<file path="config.mk">
export PLATFORM = sky130hd
export DESIGN_NAME = kli_front
export DESIGN_NICKNAME = d
export VERILOG_FILES = /design/src/sv/kli_pkg.sv /design/src/sv/kli_front.sv
export SDC_FILE = /design/constraint.sdc
export NUM_CORES = 1
export LEC_CHECK = 0
export BUFFER_PORTS_ARGS = -buffer_cell sky130_fd_sc_hd__buf_2
export CAP_MARGIN = 5
export CORE_UTILIZATION = 51
export DETAILED_ROUTE_END_ITERATION = 16
export GPL_TIMING_DRIVEN = 0
export PLACE_DENSITY_LB_ADDON = 0.08
export SYNTH_ARGS = -nofsm -noshare
export SYNTH_HDL_FRONTEND = slang
export SYNTH_SLANG_ARGS = --single-unit
</file>
<file path="constraint.sdc">
create_clock -name clk -period 17.1 [get_ports clk]
set_input_delay 0.855 -clock clk [delete_from_list [all_inputs] [get_ports clk]]
set_output_delay 0.855 -clock clk [all_outputs]
set_load 0.03 [all_outputs]
</file>
<file path="src/sv/kli_pkg.sv">
// Package for the keyframe linear interpolator.
// Holds the request, result and key entry types, codes and the state enum.
// No dependencies.
`timescale 1ns / 1ps
package kli_pkg;

	localparam logic OP_LOAD  = 1'b0;
	localparam logic OP_QUERY = 1'b1;

	localparam logic [1:0] HOLD_NONE  = 2'd0;
	localparam logic [1:0] HOLD_FIRST = 2'd1;
	localparam logic [1:0] HOLD_LAST  = 2'd2;

	typedef struct packed {
		logic        operation;
		logic [5:0]  key_index;
		logic [31:0] key_time;
		logic [31:0] value_x;
		logic [31:0] value_y;
		logic [31:0] value_z;
		logic [31:0] query_time;
	} request_t;

	typedef struct packed {
		logic [31:0] out_x;
		logic [31:0] out_y;
		logic [31:0] out_z;
		logic [5:0]  segment;
		logic [1:0]  hold_mode;
	} result_t;

	typedef struct packed {
		logic [31:0] key_time;
		logic [31:0] value_x;
		logic [31:0] value_y;
		logic [31:0] value_z;
	} key_t;

	typedef enum logic [2:0] {
		ST_IDLE,
		ST_FIRST,
		ST_SCAN,
		ST_DIV,
		ST_MUL,
		ST_ADD
	} back_state_t;

endpackage

</file>
<file path="src/sv/kli_front.sv">
// Front end of the keyframe linear interpolator: accepts requests into a
// two-entry queue and hands them to the back end. Depends on kli_pkg.
`timescale 1ns / 1ps
module kli_front (
	input  logic              clk,
	input  logic              arst_n,
	input  logic              start,
	input  kli_pkg::request_t request,
	output logic              busy,
	output kli_pkg::request_t item,
	output logic              item_valid,
	input  logic              item_ready
);
	import kli_pkg::*;

	request_t    entry_q [2];
	logic        wr_ptr_q;
	logic        rd_ptr_q;
	logic [1:0]  count_q;
	logic        push;
	logic        pop;

	assign busy       = (count_q == 2'd2);
	assign item_valid = (count_q != 2'd0);
	assign item       = entry_q[rd_ptr_q];
	assign push       = start && !busy;
	assign pop        = item_valid && item_ready;

	always_ff @(posedge clk or negedge arst_n) begin
		if (!arst_n) begin
			wr_ptr_q <= 1'b0;
			rd_ptr_q <= 1'b0;
			count_q  <= 2'd0;
		end else begin
			if (push) wr_ptr_q <= ~wr_ptr_q;
			if (pop) rd_ptr_q <= ~rd_ptr_q;
			if (push && !pop) count_q <= count_q + 2'd1;
			else if (pop && !push) count_q <= count_q - 2'd1;
		end
	end

	always_ff @(posedge clk) begin
		if (push) entry_q[wr_ptr_q] <= request;
	end

endmodule

</file>
Yosys cells after proc, flatten, opt, wreduce, memory -nomap -nowiden
Memories as Yosys holds them, arrays and structs flattened.
Cells that the tools add are included.
{ "totals": {"reg_bits": 4, "mem_bits_rw": 334, "in_bits": 171, "word_cells": 22, "n_memories": 1} }
{ "classes": {"add_sub_neg": 2, "n_eq_ne": 1, "n_mux": 4, "n_bitwise": 2, "reduce_logical": 9} }
{ "memory_table": {"columns": ["memory", "depth", "width", "rd", "rd_clocked_by_memory_dff", "wr", "line", "source"], "rows": [
  ["entry_q", 2, 167, 1, 0, 1, "kli_front.sv:16", "request_t entry_q [2];"]
]} }
{ "op_table": {"columns": ["op", "n"], "rows": [
  ["logical AND 1 bit", 4],
  ["2-to-1 mux 2 bit", 2],
  ["nonzero test 2 bit", 2],
  ["logical NOT 1 bit", 3],
  ["adder 2 x 1 -> 2 bit, second input constant", 1],
  ["== test 2 bit, second input constant", 1],
  ["2-to-1 mux 1 bit", 2],
  ["inverter 1 bit", 2],
  ["subtractor 2 x 1 -> 2 bit, second input constant", 1]
]} }

Longest topological paths before layout
Gate-level depths: netlist of run 1.
{ "depth": {"depth_word": 7, "depth_mapped": 7, "ltp_nobuf": 7} }

Least setup slack after synthesis of run 1
OpenSTA, ideal clock, no wires.
{ "synth_timing": {"path_kind": "input to register", "startpoint": "input start", "endpoint": "memory entry_q[0][0] (netlist name) (enable)", "arrival_ps": 7873, "slack_ps": 8531, "cell_stages": 2, "path_buffers": 0, "path_cell_list": "nand2_1 nor2_1"} }
{ "synth_via": {"elab_chain_len": 3} }
{ "synth_rtl": {"columns": ["element", "line", "source"], "rows": [
  ["from (decl)", "kli_front.sv:7", "input logic start,"],
  ["logical AND 1 bit", "kli_front.sv:26", "assign push = start && !busy;"],
  ["2-to-1 mux 1 bit", "kli_front.sv:43", "if (push) entry_q[wr_ptr_q] <= request;"],
  ["2-to-1 mux 1 bit (not written as such)", "kli_front.sv:43", null],
  ["to (decl)", "kli_front.sv:16", null]
]} }
No other way between the ends.

==> impl_metrics.tcl, run 1 <==
set metrics [dict create \
    numCtsBuffers 34 \
    ant_nets 0 \
    synth-simple-area-share_pct 0.267 \
    ys_ff_latch 338 \
    layoutNonFillerInstCount 1281 \
    drv_slew 0 \
    postCtsSetupRepairBufs 0 \
    clk_pin_slew_ns 0.06 \
    vias 6306 \
    start_util_pct 52.1 \
    path_max_fanout 10 \
    post_synth_num_cell_types 15 \
    rsz0062_at_grt "no" \
    cp_slowest_cell "dfrtp_1" \
    critical_path_class "reg2out" \
    utilization_pct 66.0 \
    grt_pass1_wl_microns 36000 \
    synthAdderAreaFrac_pct 0.0987 \
    fin_skew_ns 0.0117 \
    first_pass_iters 4 \
    fin_crit_sh_pct 16.1 \
    core_sq_um 24300 \
    dieWidth_microns 160 \
    tightest_slew_ns 0.627 \
    r2r-start "count_q[0]" \
    dpl.cell_count 1210 \
    cts_tree "done" \
    syn_nets 711 \
    grt-ovfl-total 0 \
    crit_buf_inv 4 \
    synth_area_sq_um 12700 \
    final_common_cell "buf_2" \
    hold_viol 0 \
    grt_util_all_layers_pct 18.6 \
    area_growth_pct 26.7 \
    synth_top_family_by_area "multiplexers" \
    grt_max_degree 64 \
    wire_per_inst_microns 18.7 \
    worst_r2r_path_depth 4 \
    cts_sinks 338 \
    gp_congestion 0.760 \
    max_freq_mhz 363 \
    fillers 1665 \
    ys_warn_count 0 \
    die_y_microns 160 \
    min_path_type "in2async" \
    synthXorXnorAreaFrac_pct 0.345 \
    antenna_found_initial 13 \
    clk_latency_ns 0.50 \
    clk_path_buf_depth 3 \
    dieArea_sq_um 25500 \
    muxShareOfSynthArea_pct 17.8 \
    route.detailed.drc 0 \
    cp-start-kind "flip-flop" \
    clockRootBuffer "clkbuf_16" \
    grt_pass1_vias 6784 \
    p_leak_uw 0.00633 \
    synth_compound_area_share_pct 0 \
    cp.depth 5 \
    setup_tns_ns 0 \
    reg2reg_slack_ns 14.79 \
    avgViaCountPerCell 4.92 \
    drive_gt1_share_pct 61.1 \
    cts_resized 0 \
    max-slew-margin-rel_pct 58.2 \
    syn_inst 539 \
    min_period_ns 2.75 \
    drtIter0Drc 264 \
    io_buffers 339 \
    final_nets 1094 \
    wirelength_microns 23900 \
    rows 57 \
    ios 340 \
    final_cell_mix "buf_2, edfxtp_1, mux2_4" \
    outcome "complete, no violations" \
    cap_violations 0 \
    cp.arrival_ns 1.90 \
    r2r_end "entry_q[1][38]" \
    final-setup-viol-count 0 \
    cts.htree.levels 2 \
    peakVddDrop_mv 0.123 \
    p_per_area_nw_per_um2 190 \
    required_ns 16.25 \
    yosysSeqAreaShare_pct 79.9 \
    cp_cell_sequence "buf_6 -> buf_6 -> buf_6 -> mux2_4 -> buf_2" \
    whs_ns 0.152 \
    postSynthAreaPerCell_sq_um 23.5 \
    path_delay_family "buffers and inverters" \
    endpoint_kind "primary output" \
    cts_hold_buf 0 \
    post-dp-hpwl_microns 16900 \
    slowest_delay_ns 0.35 \
    cp_common_cell "buf_6" \
]
-- registers in the layout, summed over array words and instances, names as in the netlist --
| register | flops |
|---|---|
| count_q | 2 |
| wr_ptr_q | 1 |
| rd_ptr_q | 1 |
| entry_q | 334 |
-- area by class of cell --
class                   count  area (sq um)  area share [%]
plain buffers              19           189            1.18
multi-input cells         180          2360            14.7
clock inverters            19           108           0.670
clock buffers              42           945            5.88
diodes                     10          25.0           0.156
repair buffers            347          1890            11.8
well taps                 324           405            2.52
flip-flops and latches    338         10100            63.1
inverters                   2          7.51          0.0468
-- worst reg2reg max path: stages, from the launching register on --
cell	delay, ns
dfrtp_1	0.40
nand2b_1	0.17
and3_4	0.62
buf_16	0.37
buf_16	0.34
-- through the flow --
| stage | setup slack [ns] | instance area, sq um | power [uW] |
|---|---|---|---|
| global placement | 5.16 | 14800 | 2410 |
| detailed placement | 14.40 | 15000 | 2400 |
| global route | 14.26 | 16100 | 3180 |
| finish | 14.35 | 16100 | 3050 |
| floorplan | 8.53 | 12700 | 2100 |
| CTS | 14.30 | 16000 | 3090 |
-- logic make-up (layout without fill, tap and decap cells) --
kind of cell | Yosys count | count (layout)
xor+xnor | 5 | 5
fa+ha+maj | 1 | 1
buf+inv | 21 | 429
flops | 338 | 338
mux | 167 | 167
other cells | 0 | 10
simple gates | 7 | 7
-- how the worst max path moves through the flow --
| stage | start | endpoint | slack [ns] |
|---|---|---|---|
| 6_report | rd_ptr_q | item[49] | 14.35 |
| 5_1_grt | rd_ptr_q | item[66] | 14.26 |
| 4_1_cts | rd_ptr_q | item[89] | 14.30 |
| 3_5_place_dp | start | entry_q[1][95] | 14.40 |
| 3_3_place_gp | start | entry_q[0][91] | 5.16 |
| 2_1_floorplan | start | entry_q[0][0] | 8.53 |
-- synthesized netlist by cell type --
master | number | area share (%)
and3_1 | 1 | 0.049
buf_2 | 4 | 0.16
buf_6 | 15 | 1.3
dfrtp_1 | 4 | 0.79
edfxtp_1 | 334 | 79
ha_1 | 1 | 0.099
inv_1 | 2 | 0.059
mux2_2 | 66 | 5.9
mux2_4 | 101 | 12
nand2_1 | 2 | 0.059
nand2b_1 | 1 | 0.049
nor2_1 | 2 | 0.059
or2_2 | 1 | 0.049
xnor2_1 | 3 | 0.21
xor2_1 | 2 | 0.14
-- layer usage --
metal	wire [microns]	track usage (%)	share of wire (%)
met4	821	8.52	3.4
met2	12300	32.2	51
met1	8660	20.1	36
met3	2100	7.17	8.8
met5	37	0	0.15
-- power breakdown --
part           total (uW)  internal (uW)  leakage (uW)  switching [uW]
Sequential           1170           1130       0.00315            42.6
Clock                 688            406      0.000516             282
Combinational        1190            458       0.00267             733
Total                3050           1990       0.00633            1060
(Power assumes the default switching activity.)
==> run 2: changes to the inputs <==
- ABC_AREA: not set -> 1
- CORE_UTILIZATION: 51 -> 47
- clock period: 17.1 -> 2.2 ns (I/O delays scaled with it)
==> run 2 against run 1 <==
Against the previous run:
- combinational power increased to 8.6 times the previous value
- first-iteration DRC count up 66%
- sequential share of layout area is 5.8 points lower
- final cell count grew 43%
- utilization rose by 2.0 points
- non-clock buffer count up 195
- register-to-register slack worse by 15 ns
- sequential power increased to 7.7 times the previous value
- clock skew down 0.0034 ns
- sequential cell count stayed put
- critical path type unchanged
- critical endpoint is now item[50]
==> impl_metrics.tcl, run 2 <==
set metrics [dict create \
    ios 340 \
    gp_congestion 0.741 \
    min_period_ns 2.03 \
    drv_slew 0 \
    cts.htree.levels 2 \
    tightest_slew_ns 0.797 \
    wirelength_microns 29000 \
    largest_register_ff_count 334 \
    yosysTopAreaCell "edfxtp_1" \
    cts_tree "done" \
    p_per_area_nw_per_um2 1410 \
    core_sq_um 26000 \
    clk_path_buf_depth 3 \
    die_y_microns 165 \
    ys.flop_type "edfxtp_1" \
    rsz0062_at_grt "no" \
    post_synth_num_cell_types 14 \
    utilization_pct 68.1 \
    synth_area_sq_um 12400 \
    ys_ff_latch 338 \
    dieArea_sq_um 27100 \
    fin_skew_ns 0.00835 \
    regMostFlops "entry_q" \
    clk_latency_ns 0.50 \
    final_cell_mix "nand2_1, buf_2, edfxtp_1" \
    synthArstFlopShare_pct 1.18 \
    final-setup-viol-count 0 \
    grt_pass1_wl_microns 42700 \
    crit_end "item[50]" \
    io_buffers 339 \
    path_max_fanout 10 \
    start_util_pct 47.9 \
    avgViaCountPerCell 4.63 \
    synth.top_cell.area_share_pct 80.6 \
    first_pass_iters 4 \
    wire_per_inst_microns 15.9 \
    critPathLaunch "rd_ptr_q" \
    cp-start-kind "flip-flop" \
    syn_inst 904 \
    synth_edf_count 334 \
    synth_most_common_cell "nand2_1" \
    grt-ovfl-total 0 \
    outcome "complete, no violations" \
    final_nets 1639 \
    hold_viol 0 \
    vias 8460 \
    cp.arrival_ns 1.92 \
    reg2reg_slack_ns 0.25 \
    ys_warn_count 0 \
    ant_nets 0 \
    max-slew-margin-rel_pct 46.6 \
    whs_ns 0.0642 \
    cap_violations 0 \
    cts_sinks 338 \
    area_growth_pct 42.1 \
    p_leak_uw 0.00764 \
    rows 59 \
    clockRootBuffer "clkbuf_16" \
    reg_top3 "entry_q: 334 flops, count_q: 2 flops" \
    fin_crit_sh_pct 92.1 \
    min_path_type "in2reg" \
    post-dp-hpwl_microns 18700 \
    cts_resized 0 \
    drtIter0Drc 437 \
    r2r-start "count_q[1]" \
    yosysSeqAreaShare_pct 81.4 \
    endpoint_kind "primary output" \
    drive_gt1_share_pct 29.5 \
    syn_nets 1076 \
    required_ns 2.09 \
    max_freq_mhz 493 \
    critical_path_class "reg2out" \
    peakVddDrop_mv 0.989 \
    route.detailed.drc 0 \
    grt_pass1_vias 8161 \
    grt_max_degree 37 \
    antenna_found_initial 1 \
    worst_r2r_path_depth 5 \
    dieWidth_microns 165 \
    numCtsBuffers 36 \
    synthTopCellsByArea "edfxtp_1, nand2_1, buf_6" \
    postSynthAreaPerCell_sq_um 13.8 \
    netlist_top_cells_count "nand2_1, edfxtp_1, buf_4" \
    r2r_end "entry_q[0][154]" \
    grt_util_all_layers_pct 20.8 \
    clk_pin_slew_ns 0.06 \
    final_common_cell "nand2_1" \
]
run 2: cell types whose count changed after synthesis, sizes merged, moves of 2 or more:
cell,before,now
buf,19,37
mux2,167,0
nand3,0,2
inv,2,8
nand2,2,512
xnor2,3,1
xor2,2,0
run 2: logic make-up (layout without fill, tap and decap cells):
family | count (synthesis) | after routing | share of synthesized area (%)
other cells | 0 | 1 | 0
xor+xnor | 1 | 1 | 0.0704
fa+ha+maj | 1 | 1 | 0.100
compound gates | 1 | 1 | 0.0402
buf+inv | 45 | 632 | 2.75
flops | 338 | 338 | 81.4
simple gates | 518 | 518 | 15.7
run 2: what timing repair did:
item                       in CTS  in global routing
setup buffers                   3                  1
hold endpoints to repair      339                  0
cloned                          1                  0
hold buffers                  170                  0
pin swaps                       1                  0
setup endpoints to repair     134                 66
run 2: worst min path at each step:
stage,from,end,slack [ns],cells past startpoint
2_1_floorplan,arst_n,count_q[0],-0.19,0
3_3_place_gp,arst_n,rd_ptr_q,-0.07,1
3_5_place_dp,arst_n,rd_ptr_q,-0.07,1
4_1_cts,start,wr_ptr_q,0.04,4
5_1_grt,start,wr_ptr_q,0.08,4
6_report,start,wr_ptr_q,0.06,4
run 2: power by group:
group | total (uW) | internal, uW | leakage (uW) | switching (uW)
Sequential | 9050 | 8760 | 0.00316 | 294
Clock | 5690 | 3410 | 0.000534 | 2280
Combinational | 10200 | 2910 | 0.00395 | 7340
run 2: through the flow:
stage	setup TNS, ns	cells	total power, uW	cell area [sq um]	worst slack, ns
CTS	0	1825	25200	17700	0.0177
global route	0	1827	26300	17700	0.0534
detailed placement	-16.51	1589	19200	14800	-0.207
finish	0	1827	25000	17700	0.173
floorplan	-474.72	904	15900	12500	-1.47
global placement	-986.13	1578	18700	14600	-3.01
run 2: worst max-delay path: stages, from the launching register on:
cell     delay, ns
dfrtp_1       0.35
buf_4         0.18
inv_4         0.11
buf_6         0.22
buf_6         0.18
nand2_1       0.06
nand2_1       0.09
buf_2         0.21
run 2: per-layer routing:
metal  track usage [%]  routed length, microns
met1              24.9                   11500
met2              35.7                   14400
met3              6.18                    2240
met4              7.42                     853
met5                 0                       0
run 2: final cells by class:
type,count,area [sq um]
sequential,338,10100
buffer,37,310
inverter,8,36.3
fill,1913,8300
timing repair buffer,524,3680
antenna,1,2.50
timing repair inverter,1,5.00
clock inverter,16,141
tap,335,419
clock buffer,46,960
multi-input combinational,521,2000
